File: src/tlqe_pkg.sv
package tlqe_pkg;

  localparam int unsigned CoordW = 24;
  localparam int unsigned DiffW  = 25;
  localparam int unsigned WidthW = 16;
  localparam int unsigned ColorW = 32;
  localparam int unsigned CountW = 32;
  // Squared length: two 24-bit magnitudes squared and summed, 50 bits.
  localparam int unsigned SqW    = 50;
  // The root operand carries 14 extra fraction bits: 64 bits.
  localparam int unsigned RadW   = 64;
  localparam int unsigned RootW  = 32;
  // Numerator magnitude |d| * w * 64 is 24 + 16 + 6 = 46 bits; adding half the
  // divisor for rounding can carry into one more bit, so 47 bits.
  localparam int unsigned NumW   = 47;
  localparam int unsigned QuoW   = 47;

  // Sequencer state codes.
  localparam logic [2:0] StIdle = 3'd0;
  localparam logic [2:0] StSq   = 3'd1;
  localparam logic [2:0] StRoot = 3'd2;
  localparam logic [2:0] StDiv  = 3'd3;
  localparam logic [2:0] StEmit = 3'd4;

  typedef struct packed {
    logic [CoordW-1:0] start_x;
    logic [CoordW-1:0] start_y;
    logic [CoordW-1:0] end_x;
    logic [CoordW-1:0] end_y;
    logic [WidthW-1:0] line_width;
    logic [ColorW-1:0] packed_color;
  } seg_t;

  typedef struct packed {
    logic [CoordW-1:0] vert_x;
    logic [CoordW-1:0] vert_y;
    logic [ColorW-1:0] vert_color;
    logic [CountW-1:0] vertex_number;
    logic [1:0]        corner;
    logic              last_corner;
  } vert_t;

  // Serial unit handshake.
  typedef struct packed {
    logic start;
  } unit_req_t;

  typedef struct packed {
    logic done;
  } unit_rsp_t;

endpackage

File: src/tlqe_if.sv
interface tlqe_seg_if;
  import tlqe_pkg::*;
  logic valid;
  logic ready;
  seg_t data;
  modport source (output valid, output data, input ready);
  modport sink (input valid, input data, output ready);
endinterface

interface tlqe_vert_if;
  import tlqe_pkg::*;
  logic  valid;
  logic  ready;
  vert_t data;
  modport source (output valid, output data, input ready);
  modport sink (input valid, input data, output ready);
endinterface

File: src/thick_line_quad_expander.sv
// Expands one line segment into four quad corners: start+n, end+n, end-n, start-n,
// where n is the unit normal scaled by half the thickness. A segment is accepted,
// its deltas are formed and squared, then it passes the bit-serial square root
// and the bit-serial divider, run twice (once per normal component), and then
// its four corner beats go out as the output takes them. A segment with
// identical endpoints produces no beats and returns to idle after the squaring
// step. The next segment is accepted once the last corner of the current one
// has been handed to the output register.
module thick_line_quad_expander import tlqe_pkg::*; (
  input  logic         clk_i,
  input  logic         rst_ni,
  tlqe_seg_if.sink     seg_i,
  tlqe_vert_if.source  vert_o
);

  logic [2:0]        state_q, state_d;
  seg_t              seg_q;
  logic [DiffW-1:0]  dx_q, dy_q;
  logic [RootW-1:0]  len_q;
  logic              phase_q;
  logic [1:0]        k_q;
  logic [CountW-1:0] total_q;
  logic              ov_q;
  vert_t             ov_data_q;
  logic [DiffW+1:0]  nx_q, ny_q;

  logic              acc_in, acc_out, out_free;
  logic [DiffW-1:0]  dx_w, dy_w, adx, ady, dsel;
  logic [SqW-1:0]    sq_w;
  logic [NumW-1:0]   num_w;
  logic              neg_w;
  unit_req_t         sq_req, dv_req;
  unit_rsp_t         sq_rsp, dv_rsp;
  logic [RootW-1:0]  root_w;
  logic [QuoW-1:0]   quo_w;
  logic [DiffW+1:0]  qsig;
  logic [DiffW+2:0]  px, py;
  logic [DiffW+1:0]  bx, by, ex, ey;

  function automatic logic [CoordW-1:0] sat(input logic [DiffW+2:0] v);
    logic [CoordW-1:0] r;
    if ($signed(v) > $signed((DiffW+3)'(24'h7fffff))) r = 24'h7fffff;
    else if ($signed(v) < -$signed((DiffW+3)'(24'h800000))) r = 24'h800000;
    else r = v[CoordW-1:0];
    return r;
  endfunction

  assign acc_in   = seg_i.valid && seg_i.ready;
  assign acc_out  = vert_o.valid && vert_o.ready;
  assign out_free = !ov_q || vert_o.ready;
  assign seg_i.ready = (state_q == StIdle);

  assign dx_w = DiffW'($signed(seg_q.end_x)) - DiffW'($signed(seg_q.start_x));
  assign dy_w = DiffW'($signed(seg_q.end_y)) - DiffW'($signed(seg_q.start_y));
  assign adx  = dx_q[DiffW-1] ? -dx_q : dx_q;
  assign ady  = dy_q[DiffW-1] ? -dy_q : dy_q;

  // Numerator for the division being started: |dy| for nx when the first one
  // starts out of the root step, |dx| for ny when the second one starts.
  // The sign is applied on capture: -dy for nx, dx for ny.
  assign dsel  = (state_q == StDiv) ? adx : ady;
  assign neg_w = phase_q ? dx_q[DiffW-1] : !dy_q[DiffW-1] && (dy_q != '0);
  assign num_w = (NumW'(dsel[CoordW-1:0]) * NumW'(seg_q.line_width)) << 6;

  // Squared length from the registered deltas, fed straight into the root.
  assign sq_w = SqW'(adx * adx) + SqW'(ady * ady);
  assign sq_req.start = (state_q == StSq) && phase_q && (sq_w != '0);
  always_comb begin
    dv_req.start = 1'b0;
    if (state_q == StRoot && sq_rsp.done) dv_req.start = 1'b1;
    if (state_q == StDiv && dv_rsp.done && !phase_q) dv_req.start = 1'b1;
  end

  tlqe_sqrt u_sqrt (
    .clk_i, .rst_ni, .req_i(sq_req), .rad_i({sq_w, 14'b0}),
    .rsp_o(sq_rsp), .root_o(root_w)
  );

  tlqe_div u_div (
    .clk_i, .rst_ni, .req_i(dv_req), .num_i(num_w),
    .den_i(state_q == StRoot ? root_w : len_q), .rsp_o(dv_rsp), .quo_o(quo_w)
  );

  // Quotient magnitude (unsigned); it fits easily in 26 bits and is clamped there.
  assign qsig = (|quo_w[QuoW-1:DiffW+1]) ? {1'b0, {(DiffW+1){1'b1}}} : quo_w[DiffW+1:0];

  // Corner arithmetic.
  assign bx = (DiffW+2)'($signed(seg_q.start_x));
  assign by = (DiffW+2)'($signed(seg_q.start_y));
  assign ex = (DiffW+2)'($signed(seg_q.end_x));
  assign ey = (DiffW+2)'($signed(seg_q.end_y));
  always_comb begin
    case (k_q)
      2'd0: begin px = {bx[DiffW+1], bx} + {nx_q[DiffW+1], nx_q};
                  py = {by[DiffW+1], by} + {ny_q[DiffW+1], ny_q}; end
      2'd1: begin px = {ex[DiffW+1], ex} + {nx_q[DiffW+1], nx_q};
                  py = {ey[DiffW+1], ey} + {ny_q[DiffW+1], ny_q}; end
      2'd2: begin px = {ex[DiffW+1], ex} - {nx_q[DiffW+1], nx_q};
                  py = {ey[DiffW+1], ey} - {ny_q[DiffW+1], ny_q}; end
      default: begin px = {bx[DiffW+1], bx} - {nx_q[DiffW+1], nx_q};
                     py = {by[DiffW+1], by} - {ny_q[DiffW+1], ny_q}; end
    endcase
  end

  // Sequencer.
  always_comb begin
    state_d = state_q;
    case (state_q)
      StIdle: if (acc_in) state_d = StSq;
      StSq: if (phase_q) state_d = (sq_w == '0) ? StIdle : StRoot;
      StRoot: if (sq_rsp.done) state_d = StDiv;
      StDiv: if (dv_rsp.done && phase_q) state_d = StEmit;
      StEmit: if (out_free && k_q == 2'd3) state_d = StIdle;
      default: state_d = StIdle;
    endcase
  end

  always_ff @(posedge clk_i or negedge rst_ni) begin
    if (!rst_ni) begin
      state_q <= StIdle;
      phase_q <= 1'b0;
      k_q     <= '0;
      total_q <= '0;
      ov_q    <= 1'b0;
    end else begin
      state_q <= state_d;
      // The output register fills on each corner and drains on a taken beat.
      if (state_q == StEmit && out_free) ov_q <= 1'b1;
      else if (acc_out) ov_q <= 1'b0;
      case (state_q)
        StIdle: phase_q <= 1'b0;
        StSq: phase_q <= ~phase_q;
        StRoot: phase_q <= 1'b0;
        StDiv: if (dv_rsp.done) phase_q <= ~phase_q;
        StEmit: if (out_free) begin
          k_q     <= k_q + 2'd1;
          total_q <= total_q + CountW'(1);
        end
        default: phase_q <= 1'b0;
      endcase
    end
  end

  // Payload path.
  always_ff @(posedge clk_i) begin
    if (acc_in) seg_q <= seg_i.data;
    if (state_q == StSq && !phase_q) begin
      dx_q <= dx_w;
      dy_q <= dy_w;
    end
    if (state_q == StRoot && sq_rsp.done) len_q <= root_w;
    if (state_q == StDiv && dv_rsp.done) begin
      if (!phase_q) nx_q <= neg_w ? -qsig : qsig;
      else          ny_q <= neg_w ? -qsig : qsig;
    end
    if (state_q == StEmit && out_free) begin
      ov_data_q.vert_x        <= sat(px);
      ov_data_q.vert_y        <= sat(py);
      ov_data_q.vert_color    <= seg_q.packed_color;
      ov_data_q.vertex_number <= total_q;
      ov_data_q.corner        <= k_q;
      ov_data_q.last_corner   <= (k_q == 2'd3);
    end
  end

  assign vert_o.valid = ov_q;
  assign vert_o.data  = ov_data_q;

  // A segment is only taken while the sequencer is idle.
  a_in_idle: assert property (@(posedge clk_i) disable iff (!rst_ni)
    acc_in |-> state_q == StIdle) else $error("segment taken while busy");

  // The corner index tracks the low bits of the vertex count.
  a_k_tot: assert property (@(posedge clk_i) disable iff (!rst_ni)
    k_q == total_q[1:0]) else $error("corner index out of step");

  // Each emitted beat marks last exactly on corner three.
  a_last: assert property (@(posedge clk_i) disable iff (!rst_ni)
    vert_o.valid |-> vert_o.data.last_corner == (vert_o.data.corner == 2'd3))
    else $error("last corner flag wrong");

endmodule

File: src/tlqe_sqrt.sv
// Restoring square root, two radicand bits per cycle, one root bit per cycle.
module tlqe_sqrt import tlqe_pkg::*; (
  input  logic             clk_i,
  input  logic             rst_ni,
  input  unit_req_t        req_i,
  input  logic [RadW-1:0]  rad_i,
  output unit_rsp_t        rsp_o,
  output logic [RootW-1:0] root_o
);

  logic [RadW-1:0]  rad_q, rad_d;
  logic [RootW+1:0] rem_q, rem_d;
  logic [RootW-1:0] root_q, root_d;
  logic [5:0]       cnt_q, cnt_d;
  logic             busy_q, busy_d;
  logic [RootW+1:0] trial;
  logic [RootW+1:0] rem_sh;

  always_comb begin
    rem_sh = {rem_q[RootW-1:0], rad_q[RadW-1:RadW-2]};
    trial  = rem_sh - {root_q, 2'b01};
    rad_d  = rad_q;
    rem_d  = rem_q;
    root_d = root_q;
    cnt_d  = cnt_q;
    busy_d = busy_q;
    if (req_i.start) begin
      rad_d  = rad_i;
      rem_d  = '0;
      root_d = '0;
      cnt_d  = 6'(RootW);
      busy_d = 1'b1;
    end else if (busy_q) begin
      rad_d = {rad_q[RadW-3:0], 2'b00};
      if (!trial[RootW+1]) begin
        rem_d  = trial;
        root_d = {root_q[RootW-2:0], 1'b1};
      end else begin
        rem_d  = rem_sh;
        root_d = {root_q[RootW-2:0], 1'b0};
      end
      cnt_d = cnt_q - 6'd1;
      if (cnt_q == 6'd1) busy_d = 1'b0;
    end
  end

  always_ff @(posedge clk_i or negedge rst_ni) begin
    if (!rst_ni) begin
      busy_q <= 1'b0;
      cnt_q  <= '0;
    end else begin
      busy_q <= busy_d;
      cnt_q  <= cnt_d;
    end
  end

  always_ff @(posedge clk_i) begin
    rad_q  <= rad_d;
    rem_q  <= rem_d;
    root_q <= root_d;
  end

  // The root includes the bit decided in the current step, so it is complete
  // in the cycle that done is high.
  assign rsp_o.done = busy_q && (cnt_q == 6'd1);
  assign root_o     = {root_q[RootW-2:0], !trial[RootW+1]};

endmodule

File: src/tlqe_div.sv
// Restoring divider, one quotient bit per cycle, rounds half away from zero.
module tlqe_div import tlqe_pkg::*; (
  input  logic             clk_i,
  input  logic             rst_ni,
  input  unit_req_t        req_i,
  input  logic [NumW-1:0]  num_i,
  input  logic [RootW-1:0] den_i,
  output unit_rsp_t        rsp_o,
  output logic [QuoW-1:0]  quo_o
);

  logic [NumW-1:0]  num_q, num_d;
  logic [RootW:0]   rem_q, rem_d;
  logic [RootW-1:0] den_q, den_d;
  logic [QuoW-1:0]  quo_q, quo_d;
  logic [5:0]       cnt_q, cnt_d;
  logic             busy_q, busy_d;
  logic [RootW:0]   rem_sh;
  logic [RootW:0]   trial;

  always_comb begin
    rem_sh = {rem_q[RootW-1:0], num_q[NumW-1]};
    trial  = rem_sh - {1'b0, den_q};
    num_d  = num_q;
    rem_d  = rem_q;
    den_d  = den_q;
    quo_d  = quo_q;
    cnt_d  = cnt_q;
    busy_d = busy_q;
    if (req_i.start) begin
      // Adding den/2 to the numerator gives round half up on the magnitude.
      num_d  = num_i + NumW'(den_i >> 1);
      den_d  = den_i;
      rem_d  = '0;
      quo_d  = '0;
      cnt_d  = 6'(NumW);
      busy_d = 1'b1;
    end else if (busy_q) begin
      num_d = {num_q[NumW-2:0], 1'b0};
      if (!trial[RootW]) begin
        rem_d = trial;
        quo_d = {quo_q[QuoW-2:0], 1'b1};
      end else begin
        rem_d = rem_sh;
        quo_d = {quo_q[QuoW-2:0], 1'b0};
      end
      cnt_d = cnt_q - 6'd1;
      if (cnt_q == 6'd1) busy_d = 1'b0;
    end
  end

  always_ff @(posedge clk_i or negedge rst_ni) begin
    if (!rst_ni) begin
      busy_q <= 1'b0;
      cnt_q  <= '0;
    end else begin
      busy_q <= busy_d;
      cnt_q  <= cnt_d;
    end
  end

  always_ff @(posedge clk_i) begin
    num_q <= num_d;
    rem_q <= rem_d;
    den_q <= den_d;
    quo_q <= quo_d;
  end

  // The quotient includes the bit decided in the current step, so it is
  // complete in the cycle that done is high, even if a new start arrives.
  assign rsp_o.done = busy_q && (cnt_q == 6'd1);
  assign quo_o      = {quo_q[QuoW-2:0], !trial[RootW]};

endmodule

File: src/flat_wrapper.sv
// flat-port wrapper written by rule: the top's interface ports become plain ports
module thick_line_quad_expander_flat import tlqe_pkg::*;
  (clk_i, rst_ni, seg_i_valid, seg_i_data, seg_i_ready, vert_o_valid, vert_o_data, vert_o_ready);
  tlqe_seg_if seg_i_i ();
  tlqe_vert_if vert_o_i ();
  input  logic clk_i;
  input  logic rst_ni;
  input wire logic [$bits(seg_i_i.valid)-1:0] seg_i_valid;
  input wire logic [$bits(seg_i_i.data)-1:0] seg_i_data;
  output wire logic [$bits(seg_i_i.ready)-1:0] seg_i_ready;
  output wire logic [$bits(vert_o_i.valid)-1:0] vert_o_valid;
  output wire logic [$bits(vert_o_i.data)-1:0] vert_o_data;
  input wire logic [$bits(vert_o_i.ready)-1:0] vert_o_ready;
  assign seg_i_i.valid = seg_i_valid;
  assign seg_i_i.data = seg_i_data;
  assign seg_i_ready = seg_i_i.ready;
  assign vert_o_valid = vert_o_i.valid;
  assign vert_o_data = vert_o_i.data;
  assign vert_o_i.ready = vert_o_ready;
  thick_line_quad_expander u_core (.clk_i(clk_i), .rst_ni(rst_ni), .seg_i(seg_i_i), .vert_o(vert_o_i));
endmodule
File: config.mk
export PLATFORM = sky130hd
export DESIGN_NAME = thick_line_quad_expander_flat
export DESIGN_NICKNAME = d
export VERILOG_FILES = /design/src/tlqe_pkg.sv /design/src/tlqe_if.sv /design/src/thick_line_quad_expander.sv /design/src/tlqe_sqrt.sv /design/src/tlqe_div.sv /design/src/flat_wrapper.sv
export SDC_FILE = /design/constraint.sdc
export NUM_CORES = 2
export LEC_CHECK = 0
export BUFFER_PORTS_ARGS = -buffer_cell sky130_fd_sc_hd__buf_4
export CORE_ASPECT_RATIO = 2
export CORE_UTILIZATION = 60
export CTS_CLUSTER_SIZE = 28
export DETAILED_ROUTE_END_ITERATION = 8
export PLACE_DENSITY = 0.77
export SYNTH_ARGS = -nofsm -noshare
export SYNTH_HDL_FRONTEND = slang
export SYNTH_SLANG_ARGS = --single-unit
File: constraint.sdc
create_clock -name clk_i -period 29.6 [get_ports clk_i]
set_clock_uncertainty 0.15 [all_clocks]
set_input_delay 2.96 -clock clk_i [delete_from_list [all_inputs] [get_ports clk_i]]
set_output_delay 2.96 -clock clk_i [all_outputs]
set_load 0.02 [all_outputs]
==> implementation parameters <==
Parameter                              Value

Synth
  Mapped cell area ... between 0.08 and 0.09 mm2
  Synth Register Bits ... approximately 720
  Count of unique library cells instantiated by Yosys ... 94
  Top FF cell, synth ... edfxtp_1
  Fraction of the yosys area taken by sequential cells ... between 20 and 25%
  Post-synth EDFFs ... 524
  Cell taking the most area after synthesis ... fa_1
  Mean area per synthesized cell ... 9.80 um2
  Leading post-synthesis cells by cell area ... fa_1 (31%), edfxtp_1 (18%), ha_1 (10%)
  Post-Synthesis Cells ... about 9000
  Portion of synthesized cell area occupied by the leading cell type ... between 30% and 40%
  Number of warnings printed during yosys synthesis ... 0
  Post-synth ARST share ... under 10%

CTS
  Clock insertion delay at the later pin of the skew report ... 770 ps
  Setup bufs post-CTS ... 0
  H-tree lvl count ... 3
  Worst-path clk slew ... 60 ps
  CTS Root Cell ... clkbuf_16
  Clock Sinks ... roughly 720
  # resized after CTS ... 0
  TritonCTS buffer count ... slightly above 70
  Clock tree from TritonCTS ... done
  Hold_buf cts ... 0
  Buffers from clock root to sink, at most ... 3

Floorplan
  Die extent in y ... roughly 540 um
  Core area ... ~0.15 mm2
  DIE AREA ... 0.148 mm2
  Initial core utilization ... 60.5%
  I/O Pins ... approximately 270
  Horizontal die dimension ... between 200 and 300 um
  Cell Rows ... approximately 200

Placement
  Final RePlAce weighted congestion ... about 1.2
  Number of buffers added on ports ... between 200 and 300
  HPWL Detailed ... ~250 mm
  Worst setup timing slack at the placement stage ... 13900 ps

Route
  Avg WL per Cell ... about 29 um
  Via count ... 68800
  # DRC ... 0
  Per-cell via count in the routed design ... between 6 and 7
  Aggregate routed wire length ... approximately 330 mm
  Antenna Nets Post-Route ... 0
  Initial DRT Pass Iterations ... 9
  Number of DRC markers in iteration 0 ... 5632

Worst setup path
  Delay of the slowest cell on the worst path ... about 900 ps
  Start-to-end type of the worst setup path ... reg2reg
  Highest-delay cell along the critical path ... xor2_1
  CP Capture Type ... register
  Number of buffers and inverters on the critical path ... 8
  Critical path fanouts, max ... 85
  Cell count along the critical path ... 39
  Required time at the worst-slack endpoint ... around 30000 ps
  Count of cells along the worst register-to-register path ... 39
  Top cell by count, worst path ... fa_1
  Critical Path Start Type ... register
  Arr. time, crit path ... 16350 ps
  Family with the most delay on the worst path ... adder cells

Timing
  Unrepaired setup endpoints after global routing ... no
  Final slew viol count ... 0
  Max-slew headroom ... 3.98%
  Ratio of final minimum period to clock period ... 54.1%
  Worst Max-Slew Pin Slew ... roughly 1400 ps
  Final worst slack ... 13590 ps
  Setup-violating endpoint count in the final report ... 0
  Fmax ... around 0.062 GHz
  Total Neg Setup Slack ... 0 ps
  Fin. Hold Viols ... 0
  Period minus WS final ... around 16000 ps

Global routing
  GRT Residual Overflow ... 0
  Antenna violations before repair ... 28
  Pin count of the biggest net entering global routing ... 86
  Wire length of the first global-routing pass ... approximately 470 mm
  Via count of the first global-routing pass ... between 70000 and 80000
  Overall routing resource usage ... 45.3%

Min path
  Worst hold path class ... reg2reg
  Number of stages on the worst hold path ... 0

Job
  Max-cap violation count ... 0

Final layout
  Layout overhead on the synthesized area ... 8.44%
  Net count, final ... roughly 11000
  Ratio of cells with drive above 1 in the final layout ... 7.39%
  Layout Utilization ... 65.6%
  Fillcell total ... 11800

Outcome
  Outcome ... finished clean
-- flip-flops by register name, indices dropped and copies added, names as in the netlist, 46 cells and up --
register and flops:
u_core.u_sqrt.rad_q 50, u_core.u_div.num_q 47, u_core.seg_q 48, u_core.vert_o.data 115, u_core.u_div.quo_q 46
-- synthesized netlist by cell type, types with 131 or more instances --
master	number
clkbuf_1	254
nor2_1	776
xnor2_1	283
a21o_1	131
ha_1	727
dfxtp_1	142
edfxtp_1	524
fa_1	1358
inv_1	1644
a21oi_1	377
o21ai_0	285
xor2_1	210
mux2i_1	136
nand2_1	847
-- per-stage QoR --
stage          hold WS, ps  instance area, um2  instances
6_report               271               95500      11200
5_1_grt                278               95500      11200
4_1_cts                269               95400      11200
3_3_place_gp           253               92800      11000
3_5_place_dp           255               92800      11000
2_1_floorplan          250               88200       9019
-- worst paths after layout --
path / startpoint / end / slack [ps]
worst max-delay path: u_core.dx_q[0] / u_core.u_sqrt.rad_q[31] / 13590
worst min-delay path: u_core.seg_q[18] / u_core.vert_o.data[53] / 270
worst max register to register: u_core.dx_q[0] / u_core.u_sqrt.rad_q[31] / 13590
worst min register to register: u_core.seg_q[18] / u_core.vert_o.data[53] / 270
max in group asynchronous: rst_ni / u_core.u_sqrt.busy_q / 26590
min in group asynchronous: rst_ni / u_core.total_q[10] / 2100
-- per-layer routing --
metal,GRT usage [%],up-vias,share of wire (%)
met3,11.9,1746,7.8
met4,52.3,14,15
met5,0.329,-,0.040
li1,-,29300,-
met1,39.6,34300,28
met2,77.9,3415,50
-- cells in the final DEF (no fill, tap or decap), types with 63 or more instances in the layout --
cell type / netlist / layout
inv_1: 1644 / 1643
mux2i_1: 136 / 136
a21oi_1: 377 / 373
xnor2_1: 283 / 275
nand3_1: 94 / 94
and2_1: 121 / 120
nand2_1: 847 / 845
a211oi_1: 64 / 63
nand2b_1: 65 / 65
dfxtp_1: 142 / 142
edfxtp_1: 524 / 524
fa_1: 1358 / 1358
nor2_1: 776 / 774
nor3_1: 111 / 108
nor2b_1: 72 / 72
ha_1: 727 / 725
clkbuf_16: 0 / 73
o21ai_0: 285 / 282
buf_4: 1 / 406
a21o_1: 131 / 131
xor2_1: 210 / 202
-- final cells by class --
type                       count  area [um2]  area share, %
antenna                       17        42.5         0.0445
timing repair buffer         406        3050           3.19
multi-input combinational   6355       61300           64.2
sequential                   719       19900           20.9
inverter                    1656        6220           6.51
tap                         1900        2380           2.49
clock inverter                44         704          0.738
clock buffer                  90        1930           2.02
-- cells by family (layout without fill, tap and decap cells) --
group,after synthesis,after routing,synth area share (%)
adder cells (fa/ha/maj),2085,2085,41.2
buffers and inverters,1945,2196,8.34
AND/OR/NAND/NOR,2330,2330,11.8
flip-flops,719,719,22.6
AO/OA/AOI/OAI,1203,1203,8.58
multiplexers,206,206,2.50
other,2,54,0.00853
XOR/XNOR,494,494,4.92
Power is left out: the tool's default activity adds up to more than one toggle a clock period on the data nets, which glitch-free logic cannot reach.
